File: src/design/ffd_pkg.sv
// ----------------------------------------------------------------------------
// ffd_pkg: shared types and constants of the front-end frame deframer
// Holds the parser phase encoding, result and configuration structs, and
// the frame constants.
// ----------------------------------------------------------------------------
package ffd_pkg;

	localparam logic [7:0] SYNC_A = 8'hEB;
	localparam logic [7:0] SYNC_B = 8'h90;

	// frames shorter than the fixed header overhead carry no channels
	localparam logic [15:0] HDR_LEN = 16'd6;

	// ceil(2^17 / 3): exact quotient by 3 for any 16-bit dividend
	localparam logic [16:0] DIV3_MUL   = 17'd43691;
	localparam int          DIV3_SHIFT = 17;

	localparam logic [2:0] SKIP_BYTES = 3'd4;

	localparam int CHAN_W = 9;
	localparam int LEFT_W = 15;

	typedef logic [1:0] cfg_index_t;
	localparam cfg_index_t CFG_FULL_AB = 2'd0;
	localparam cfg_index_t CFG_FULL_C  = 2'd1;
	localparam cfg_index_t CFG_FEES    = 2'd2;

	typedef logic [1:0] kind_t;
	localparam kind_t KIND_SAMPLE = 2'd0;
	localparam kind_t KIND_EVENT  = 2'd1;
	localparam kind_t KIND_ERROR  = 2'd2;

	typedef logic [2:0] err_t;
	localparam err_t ERR_NONE    = 3'd0;
	localparam err_t ERR_SYNC1   = 3'd1;
	localparam err_t ERR_SYNC2   = 3'd2;
	localparam err_t ERR_TRIGGER = 3'd3;
	localparam err_t ERR_MODE    = 3'd4;

	typedef enum logic [10:0] {
		PH_IDLE  = 11'b000_0000_0001,
		PH_SYNC1 = 11'b000_0000_0010,
		PH_SYNC2 = 11'b000_0000_0100,
		PH_TRIG  = 11'b000_0000_1000,
		PH_ID    = 11'b000_0001_0000,
		PH_LENHI = 11'b000_0010_0000,
		PH_LENLO = 11'b000_0100_0000,
		PH_CHAN  = 11'b000_1000_0000,
		PH_ADCHI = 11'b001_0000_0000,
		PH_ADCLO = 11'b010_0000_0000,
		PH_SKIP  = 11'b100_0000_0000
	} phase_t;

	typedef struct packed {
		logic [15:0] full_length_ab;
		logic [15:0] full_length_c;
		logic [4:0]  fees_per_event;
	} cfg_t;

	typedef struct packed {
		kind_t             kind;
		logic [3:0]        fee_id;
		logic [CHAN_W-1:0] channel;
		logic [15:0]       adc_value;
		logic [7:0]        trigger_tag;
		logic [3:0]        run_mode;
		err_t              error_code;
	} res_t;

endpackage

File: src/design/ffd_core.sv
// ----------------------------------------------------------------------------
// ffd_core: frame parser state machine
// Consumes one stream byte per step, tracks the frame and event state and
// presents at most one result for that byte.
// ----------------------------------------------------------------------------
module ffd_core (
	input  logic          clk,
	input  logic          arst_n,
	input  logic          step,
	input  logic [7:0]    byte_in,
	input  logic          start_in,
	input  ffd_pkg::cfg_t cfg,
	output logic          res_valid,
	output ffd_pkg::res_t res
);
	import ffd_pkg::*;

	phase_t            phase_q, phase_d, ph;
	logic [4:0]        frame_q, frame_d, fc;
	logic [7:0]        trig_q, trig_d;
	logic [3:0]        mode_q, mode_d;
	logic [3:0]        fee_q, fee_d;
	logic [7:0]        len_hi_q, len_hi_d;
	logic [LEFT_W-1:0] left_q, left_d;
	logic              impl_q, impl_d;
	logic [CHAN_W-1:0] chan_q, chan_d;
	logic [7:0]        adc_hi_q, adc_hi_d;
	logic [2:0]        skip_q, skip_d;

	logic [15:0]       len;
	logic              len_impl;
	logic [15:0]       diff;
	logic [32:0]       prod;
	logic [LEFT_W-1:0] count;
	logic [5:0]        fc_next;

	assign len      = {len_hi_q, byte_in};
	assign len_impl = (len == cfg.full_length_ab) || (len == cfg.full_length_c);
	assign diff     = len - HDR_LEN;
	assign prod     = 33'(diff) * 33'(DIV3_MUL);
	assign fc_next  = {1'b0, fc} + 6'd1;

	always_comb begin
		if (len < HDR_LEN) begin
			count = '0;
		end else if (len_impl) begin
			count = diff[15:1];
		end else begin
			count = prod[DIV3_SHIFT+LEFT_W-1:DIV3_SHIFT];
		end
	end

	// a start flag restarts the event from any phase
	assign ph = start_in ? PH_SYNC1 : phase_q;
	assign fc = start_in ? 5'd0 : frame_q;

	always_comb begin
		phase_d  = ph;
		frame_d  = fc;
		trig_d   = trig_q;
		mode_d   = mode_q;
		fee_d    = fee_q;
		len_hi_d = len_hi_q;
		left_d   = left_q;
		impl_d   = impl_q;
		chan_d   = chan_q;
		adc_hi_d = adc_hi_q;
		skip_d   = skip_q;

		res_valid       = 1'b0;
		res.kind        = KIND_SAMPLE;
		res.fee_id      = '0;
		res.channel     = '0;
		res.adc_value   = '0;
		res.trigger_tag = trig_q;
		res.run_mode    = mode_q;
		res.error_code  = ERR_NONE;

		unique case (ph)
			PH_IDLE: begin
				phase_d = PH_IDLE;
			end
			PH_SYNC1: begin
				if (byte_in != SYNC_A) begin
					phase_d        = PH_IDLE;
					res_valid      = 1'b1;
					res.kind       = KIND_ERROR;
					res.error_code = ERR_SYNC1;
				end else begin
					phase_d = PH_SYNC2;
				end
			end
			PH_SYNC2: begin
				if (byte_in != SYNC_B) begin
					phase_d        = PH_IDLE;
					res_valid      = 1'b1;
					res.kind       = KIND_ERROR;
					res.error_code = ERR_SYNC2;
				end else begin
					phase_d = PH_TRIG;
				end
			end
			PH_TRIG: begin
				if (fc == 5'd0) begin
					trig_d  = byte_in;
					phase_d = PH_ID;
				end else if (byte_in != trig_q) begin
					phase_d        = PH_IDLE;
					res_valid      = 1'b1;
					res.kind       = KIND_ERROR;
					res.error_code = ERR_TRIGGER;
				end else begin
					phase_d = PH_ID;
				end
			end
			PH_ID: begin
				if (fc != 5'd0 && byte_in[7:4] != mode_q) begin
					phase_d        = PH_IDLE;
					res_valid      = 1'b1;
					res.kind       = KIND_ERROR;
					res.error_code = ERR_MODE;
				end else begin
					if (fc == 5'd0) begin
						mode_d = byte_in[7:4];
					end
					fee_d   = byte_in[3:0];
					phase_d = PH_LENHI;
				end
			end
			PH_LENHI: begin
				len_hi_d = byte_in;
				phase_d  = PH_LENLO;
			end
			PH_LENLO: begin
				impl_d = len_impl;
				left_d = count;
				chan_d = '0;
				if (count == '0) begin
					skip_d  = SKIP_BYTES;
					phase_d = PH_SKIP;
				end else begin
					phase_d = len_impl ? PH_ADCHI : PH_CHAN;
				end
			end
			PH_CHAN: begin
				chan_d  = {1'b0, byte_in};
				phase_d = PH_ADCHI;
			end
			PH_ADCHI: begin
				adc_hi_d = byte_in;
				phase_d  = PH_ADCLO;
			end
			PH_ADCLO: begin
				res_valid     = 1'b1;
				res.kind      = KIND_SAMPLE;
				res.fee_id    = fee_q;
				res.channel   = chan_q;
				res.adc_value = {adc_hi_q, byte_in};
				left_d        = left_q - 1'b1;
				if (impl_q) begin
					chan_d = chan_q + 1'b1;
				end
				if (left_d == '0) begin
					skip_d  = SKIP_BYTES;
					phase_d = PH_SKIP;
				end else begin
					phase_d = impl_q ? PH_ADCHI : PH_CHAN;
				end
			end
			PH_SKIP: begin
				skip_d = skip_q - 1'b1;
				if (skip_d == 3'd0) begin
					if (fc_next >= {1'b0, cfg.fees_per_event}) begin
						phase_d    = PH_IDLE;
						frame_d    = 5'd0;
						res_valid  = 1'b1;
						res.kind   = KIND_EVENT;
						res.fee_id = fee_q;
					end else begin
						frame_d = fc_next[4:0];
						phase_d = PH_SYNC1;
					end
				end
			end
			default: begin
				phase_d = PH_IDLE;
			end
		endcase
	end

	always_ff @(posedge clk or negedge arst_n) begin
		if (!arst_n) begin
			phase_q  <= PH_IDLE;
			frame_q  <= '0;
			trig_q   <= '0;
			mode_q   <= '0;
			fee_q    <= '0;
			len_hi_q <= '0;
			left_q   <= '0;
			impl_q   <= 1'b0;
			chan_q   <= '0;
			adc_hi_q <= '0;
			skip_q   <= '0;
		end else if (step) begin
			phase_q  <= phase_d;
			frame_q  <= frame_d;
			trig_q   <= trig_d;
			mode_q   <= mode_d;
			fee_q    <= fee_d;
			len_hi_q <= len_hi_d;
			left_q   <= left_d;
			impl_q   <= impl_d;
			chan_q   <= chan_d;
			adc_hi_q <= adc_hi_d;
			skip_q   <= skip_d;
		end
	end

endmodule

File: src/design/fee_frame_deframer_unit.sv
// ----------------------------------------------------------------------------
// fee_frame_deframer_unit: front-end frame deframer
// Splits a raw byte stream of front-end frames into samples, event-done
// marks and framing errors.
// ----------------------------------------------------------------------------
// One raw byte is taken per clock cycle while the input is not stalled, with no
// gaps needed. An accepted byte sits in the input register until the output
// register can take a result; the parser state machine then updates once for it
// and writes any result to the output register. Input stall rises only while a
// result waits in the output register and a byte is already held in the input
// register.
// Configuration must be written through the plain write port only while no
// request is in flight; the block does not enforce this. Registers 0 and 1
// are the implicit-format frame lengths, register 2 the number of frames per event.
module fee_frame_deframer_unit (
	input  logic                   clk,
	input  logic                   arst_n,
	input  logic                   cfg_wr_en,
	input  ffd_pkg::cfg_index_t    cfg_index,
	input  logic [15:0]            cfg_data,
	input  logic                   in_valid,
	output logic                   in_stall,
	input  logic [7:0]             raw_byte,
	input  logic                   start_event,
	output logic                   out_valid,
	input  logic                   out_stall,
	output ffd_pkg::kind_t         kind,
	output logic [3:0]             fee_id,
	output logic [ffd_pkg::CHAN_W-1:0] channel,
	output logic [15:0]            adc_value,
	output logic [7:0]             trigger_tag,
	output logic [3:0]             run_mode,
	output ffd_pkg::err_t          error_code
);
	import ffd_pkg::*;

	cfg_t       cfg_q;
	logic       valid_s1;
	logic [7:0] byte_s1;
	logic       start_s1;
	logic       out_valid_q;
	res_t       out_q;
	logic       adv;
	logic       step;
	logic       res_valid;
	res_t       res;

	always_ff @(posedge clk or negedge arst_n) begin
		if (!arst_n) begin
			cfg_q.full_length_ab <= 16'd582;
			cfg_q.full_length_c  <= 16'd294;
			cfg_q.fees_per_event <= 5'd2;
		end else if (cfg_wr_en) begin
			unique case (cfg_index)
				CFG_FULL_AB: cfg_q.full_length_ab <= cfg_data;
				CFG_FULL_C:  cfg_q.full_length_c  <= cfg_data;
				CFG_FEES:    cfg_q.fees_per_event <= cfg_data[4:0];
				default: begin
				end
			endcase
		end
	end

	assign adv      = !out_valid_q || !out_stall;
	assign in_stall = valid_s1 && !adv;
	assign step     = valid_s1 && adv;

	always_ff @(posedge clk or negedge arst_n) begin
		if (!arst_n) begin
			valid_s1 <= 1'b0;
		end else if (!in_stall) begin
			valid_s1 <= in_valid;
		end
	end

	always_ff @(posedge clk) begin
		if (in_valid && !in_stall) begin
			byte_s1  <= raw_byte;
			start_s1 <= start_event;
		end
	end

	ffd_core u_core (
		.clk       (clk),
		.arst_n    (arst_n),
		.step      (step),
		.byte_in   (byte_s1),
		.start_in  (start_s1),
		.cfg       (cfg_q),
		.res_valid (res_valid),
		.res       (res)
	);

	always_ff @(posedge clk or negedge arst_n) begin
		if (!arst_n) begin
			out_valid_q <= 1'b0;
		end else if (adv) begin
			out_valid_q <= step && res_valid;
		end
	end

	always_ff @(posedge clk) begin
		if (step && res_valid) begin
			out_q <= res;
		end
	end

	assign out_valid   = out_valid_q;
	assign kind        = out_q.kind;
	assign fee_id      = out_q.fee_id;
	assign channel     = out_q.channel;
	assign adc_value   = out_q.adc_value;
	assign trigger_tag = out_q.trigger_tag;
	assign run_mode    = out_q.run_mode;
	assign error_code  = out_q.error_code;

endmodule

File: config.mk
export PLATFORM = sky130hd
export DESIGN_NAME = fee_frame_deframer_unit
export DESIGN_NICKNAME = d
export VERILOG_FILES = /design/src/design/ffd_pkg.sv /design/src/design/ffd_core.sv /design/src/design/fee_frame_deframer_unit.sv
export SDC_FILE = /design/constraint.sdc
export NUM_CORES = 1
export LEC_CHECK = 0
export BUFFER_PORTS_ARGS = -buffer_cell sky130_fd_sc_hd__buf_4
export CAP_MARGIN = 20
export CORE_MARGIN = 2
export CORE_UTILIZATION = 55
export DETAILED_ROUTE_END_ITERATION = 10
export PLACE_DENSITY = 0.72
export SYNTH_ARGS = -nofsm -noshare
export SYNTH_HDL_FRONTEND = slang
export SYNTH_SLANG_ARGS = --single-unit
File: constraint.sdc
create_clock -name clk -period 8.5 [get_ports clk]
set_clock_uncertainty 0.05 [all_clocks]
set_input_delay 1.7 -clock clk [delete_from_list [all_inputs] [get_ports clk]]
set_output_delay 1.7 -clock clk [all_outputs]
set_load 0.01 [all_outputs]
* Word level (Yosys, flattened, before mapping)
Cells that the tools add are included.
** Word-level totals
- Flip-flop bits (word level) :: 170
- Input bits :: 32
- Output and inout port bits :: 48
- Word-level logic and storage cells :: 135
** Operators by class
- $add $sub $neg :: 5
- Multipliers :: 1
- Order comparisons :: 2
- Equality and inequality tests :: 21
- Muxes and demuxes :: 48
- Bitwise operators :: 1
- Reduce and logical (&&, ||, !) cells :: 32
** Operator list (number)
- one-hot mux 11 bit (10 select lines) :: 1
- 2-to-1 mux 11 bit :: 5
- == test 16 bit :: 2
- multiplier 16 x 16 -> 32 bit (second input constant) :: 1
- logical NOT 15 bit :: 2
- 2-to-1 mux 15 bit :: 2
- 2-to-1 mux 5 bit :: 6
- one-hot mux 15 bit (2 select lines) :: 1
- 2-to-1 mux 9 bit :: 3
- one-hot mux 9 bit (3 select lines) :: 1
- less-than comparator 16 x 3 -> 1 bit (second input constant) :: 1
- 2-to-1 mux 2 bit :: 8
- inequality test 8 bit (second input constant) :: 2
- subtractor 16 x 3 -> 16 bit (second input constant) :: 1
- 2-to-1 mux 3 bit :: 5
- subtractor 15 x 1 -> 15 bit (second input constant) :: 1
- AND reduction 2 bit :: 7
- 2-to-1 mux 6 bit :: 2
- one-hot mux 3 bit (4 select lines) :: 1
- == test 11 x 10 -> 1 bit (second input constant) :: 1
- == test 11 bit (second input constant) :: 1
- == test 11 x 2 -> 1 bit (second input constant) :: 1
- == test 11 x 3 -> 1 bit (second input constant) :: 1
- == test 11 x 4 -> 1 bit (second input constant) :: 1
- other kinds (32) :: 53

* Logic depth before layout (Yosys ltp)
- Word-level depth :: 7
- Depth in mapped cells :: 29
- Gate-level depth less buffers :: 28

* Hierarchy
Synthesis repeated with hierarchy kept, for this count alone.
** Unflattened totals
- Cells, all modules :: 1354
- Area, all modules :: 13688.1 um^2
** By module, submodules not included
- ffd_core :: instances 1, cells each 1209, area each 10532.6 um^2, seq. area each 1903.1 um^2
- fee_frame_deframer_unit :: instances 1, cells each 145, area each 3155.5 um^2, seq. area each 2638.8 um^2

* Worst setup path after synthesis
No wires, ideal clock.
- Path kind :: reg2reg
- From :: register byte_s1[1]
- To :: register u_core.phase_q[7]
- Arrival time :: 7021 ps
- Slack :: 1308 ps
- Cell stages (with the launch flop) :: 25
- Path buffers :: 2
- Cell sequence :: edfxtp_1 > buf_2 > a211o_1 > or3b_1 > buf_2 > nor3_1 > xor2_1 > ha_1 > ha_1 > fa_1 > fa_1 > fa_1 > inv_1 > fa_1 > inv_1 > ha_1 > or3_1 > o211ai_1 > o21ai_1 > a21o_1 > a311oi_1 > xnor2_1 > o221a_2 > or3_4 > a41o_1
** Between the ends
- Longest elaborated chain between the ends :: 7
** RTL lines
- start, declared :: RTL line fee_frame_deframer_unit.sv:39 : logic [7:0] byte_s1;
- start signal, assigned :: RTL line fee_frame_deframer_unit.sv:78 : byte_s1 <= raw_byte;
- subtractor 16 x 3 -> 16 bit / == test 16 bit (equally long branches) :: RTL line ffd_core.sv:39, ffd_core.sv:38
- multiplier 16 x 16 -> 32 bit / logical OR 1 bit (equally long branches) :: RTL line ffd_core.sv:40, ffd_core.sv:38
- 2-to-1 mux 15 bit :: RTL line ffd_core.sv:46 : end else if (len_impl) begin
- 2-to-1 mux 15 bit :: RTL line ffd_core.sv:44 : if (len < HDR_LEN) begin
- logical NOT 15 bit :: RTL line ffd_core.sv:138 : if (count == '0) begin
- 2-to-1 mux 11 bit * :: RTL line ffd_core.sv:138
- one-hot mux 11 bit (10 select lines) * :: RTL line ffd_core.sv:79 : unique case (ph)
- end signal, assigned :: RTL line ffd_core.sv:205 : phase_q <= phase_d;
- end, declared :: RTL line ffd_core.sv:18 : phase_t phase_q, phase_d, ph;
Mark *: on every way between the ends. The rest lies on a longest branch, timed or not.
A chain may end at the register's enable or synchronous reset.

* Worst setup path after layout
- From :: register byte_s1[2]
- To :: register u_core.phase_q[7]
Same word-level chain as after synthesis.

==> metrics.txt <==
Leakage=7.24 nW; DP HPWL=26,000 µm; CTS Sinks=between 150 and 200; Max VDD drop=0.162 mV; Yosys cell types=between 70 and 80; Worst-Margin Slew=0.994 ns; max incr delay on CP=0.64 ns; Die X=161 µm; CP top delay family=adder cells; Synth Flop Type=dfrtp_1; Post-Syn Instances=1,333; flip-flop and latch area=~0.0045 mm²; Crit Path Max Fanout=13; post-synthesis sequential area ratio=33.6%; Reg clk slew, reported paths=around 0.070 ns; area grow syn2layout=12.0%; CTS H-tree depth=4; clk buf depth=2; Synthesis Warnings=0; Bufs and invs on worst path=3; Peak Freq=between 100 and 150 MHz; CP startpoint=byte_s1[2]; Max Slew Vio Count=0; period utilisation layout=94.7%; Routed WL per cell=~19 µm; Fill cells=slightly below 2,000; Crit Path Category=flip-flop to flip-flop; Post-Syn Nets=1,585; largest net degree at the start of global routing=69; IO buf count=79; hold_sp=u_core.mode_q[3]; max-cap violation count=0; area of the multi-input gates=0.00812 mm²; worst-path cell chain=buf_4, ha_1, nor3_1, xor2_1, ha_1, fa_1, inv_1, fa_1, fa_1, fa_1, inv_1, fa_1, ha_1, a21oi_1, o21ai_0, a211oi_2, nor2_1, o311a_1, nor3_2, o21ai_1, or2_1, or3_4, a41o_1; DR vias/cell=just under 6; die area=roughly 0.026 mm²; Synth Register Bits=170; commonest non-fill, non-tap cell in the layout=inv_1; grt ovf=0; clock root buffer=clkbuf_16; remaining antenna violation count=0; die height=between 150 and 200 µm; RSZ-0062 raised after global routing=false; total iterations of the first detailed-routing run=5; initial antenna violation count=0; Async SR Flop Fraction=67.6%; most frequent cells in the layout=inv_1, ha_1, dfrtp_1, buf_4, fa_1; Post-Route Setup TNS=0 ns; io pins=80; postcts setup bufs=0; # rows=between 50 and 60; vias in the first global route=between 10,000 and 15,000; Avg Synthesized Cell Area=about 10 µm²; critical path arrival=~8.3 ns; Max-slew headroom=roughly a third; final hold vios=0; diode count=0; post-synthesis cell area=0.0135 mm²; routed wire length=33,300 µm; clock latency on the worst-skew pair=0.44 ns; CTS buffer count=17; number of synthesized flops with an enable pin=55; DRC viols=0; starting density of the core=~56%; share of cells above drive strength 1=16.8%; Hold WS=0.442 ns; R2R Path Start=byte_s1[2]; CP Data Required Time=8.77 ns; global-route wire length before repair=53,300 µm; Worst Hold Class=flip-flop to flip-flop; setup violators final=0; critical path's slowest cell=xor2_1; Total GRT Usage=26.4%; crit start category=flip-flop; Top cell by count, worst path=fa_1; Core Box Area=0.0242 mm²; outcome=complete, no violations; RD Place Congestion=about 0.97; Total Nets Final=1,655; flop2flop setup slack=0.45 ns; violation count after the first detailed-route iteration=832; crit path capture type=flip-flop; CTS tree=done; PD cells=252 mW/mm²; Pwr Total=0.00382 W; DR vias=10,100; final worst path period need=8.05 ns
## per-stage QoR
stage | cells | worst slack [ns] | util [%] | instance area [µm²]
after floorplan | 1333 | 1.31 | - | 13500
after global placement | 1706 | 0.531 | 59.9 | 14500
after detailed placement | 1706 | 0.362 | 59.9 | 14500
after CTS | 1738 | 0.344 | 62.4 | 15100
after global routing | 1740 | 0.0159 | 62.5 | 15100
final | 1740 | 0.454 | 62.5 | 15100
## path summary, 6_finish.rpt
check                                      to  cells after the start
hold / removal                    run_mode[3]                      0
min in group asynchronous  u_core.adc_hi_q[4]                      1
setup / recovery            u_core.phase_q[7]                     23
setup reg to reg            u_core.phase_q[7]                     23
max in group asynchronous  u_core.len_hi_q[6]                      2
hold reg to reg                   run_mode[3]                      0
## cells in the mapped netlist (5+ instances only)
cell type | instances | area, µm²
nor3_1 | 29 | 145
xor2_1 | 31 | 272
o21ai_0 | 67 | 335
a31oi_1 | 6 | 37.5
a21oi_1 | 57 | 285
dfstp_2 | 10 | 263
o211ai_1 | 13 | 97.6
fa_1 | 78 | 1560
clkbuf_1 | 44 | 165
nand2b_1 | 12 | 75.1
dfrtp_1 | 105 | 2630
nand3_1 | 15 | 75.1
a21o_1 | 15 | 113
buf_1 | 5 | 18.8
nand2_1 | 73 | 274
o22ai_1 | 6 | 37.5
nor2b_1 | 12 | 75.1
nor3b_1 | 6 | 45.0
nor4_1 | 12 | 75.1
and2_1 | 26 | 163
buf_2 | 7 | 35.0
mux2_2 | 71 | 800
inv_1 | 172 | 646
o31ai_1 | 6 | 45.0
a22oi_1 | 5 | 37.5
xnor2_1 | 55 | 482
nor2_1 | 66 | 248
nand3b_1 | 5 | 37.5
and3_1 | 9 | 56.3
edfxtp_1 | 55 | 1650
ha_1 | 142 | 1780
a22o_1 | 8 | 70.1
nand4_1 | 21 | 131
or3_1 | 11 | 68.8
## per-layer routing
layer	up-vias	global-route usage, %	wire, µm
met1	4948	37.1	14900
met2	315	42.7	15700
met3	68	3.98	1820
li1	4763	-	-
met5	-	0	0
met4	0	7.90	846
## report_power, final
group,internal [W],switching [W],leakage (nW)
combinational,0.000844,0.00125,4.95
clock,0.000396,0.000371,0.293
sequential,0.000917,0.0000432,2.00
total,0.00216,0.00166,7.24
## final cells by class
type	count	share of cell area [%]
flip-flops and latches	170	30.0
clock buffers	17	2.81
well taps	324	2.68
inverters	172	4.27
repair buffers	107	5.38
multi-input cells	935	53.7
clock inverters	15	1.16
## worst register-to-register path, cell delays in order (launching register included)
cell      delay, ns
edfxtp_1       0.39
buf_4          0.22
ha_1           0.22
nor3_1         0.35
xor2_1         0.64
ha_1           0.43
fa_1           0.52
inv_1          0.06
fa_1           0.50
fa_1           0.52
fa_1           0.55
inv_1          0.06
fa_1           0.47
ha_1           0.44
a21oi_1        0.28
o21ai_0        0.25
a211oi_2       0.35
nor2_1         0.13
o311a_1        0.31
nor3_2         0.23
o21ai_1        0.09
or2_1          0.24
or3_4          0.40
a41o_1         0.24
## kinds of logic after synthesis
group / Yosys count / synth area share [%]
simple gates: 323 / 12.5
flops: 170 / 33.6
compound gates: 231 / 10.9
fa+ha+maj: 220 / 24.7
xor+xnor: 86 / 5.58
buf+inv: 228 / 6.41
mux: 75 / 6.22
## sequential cells by signal (all words and copies together), names as in the netlist
name and flops:
error_code 3, trigger_tag 8, u_core.chan_q 9, u_core.len_hi_q 8, valid_s1 1, u_core.left_q 15, u_core.trig_q 8, cfg_q 37
u_core.mode_q 4, u_core.phase_q 11, u_core.frame_q 5, adc_value 16, kind 2, start_s1 1, u_core.skip_q 3, out_valid 1
fee_id 4, byte_s1 8, u_core.fee_q 4, u_core.adc_hi_q 8, u_core.impl_q 1, channel 9, run_mode 4
## what timing repair did
| item | CTS | global route |
|---|---|---|
| endpoints found under the setup margin | 0 | 4 |
| gates resized for setup | 0 | 2 |
| hold buffers | 0 | 0 |
Note: power is estimated with default switching activity, not from simulation.
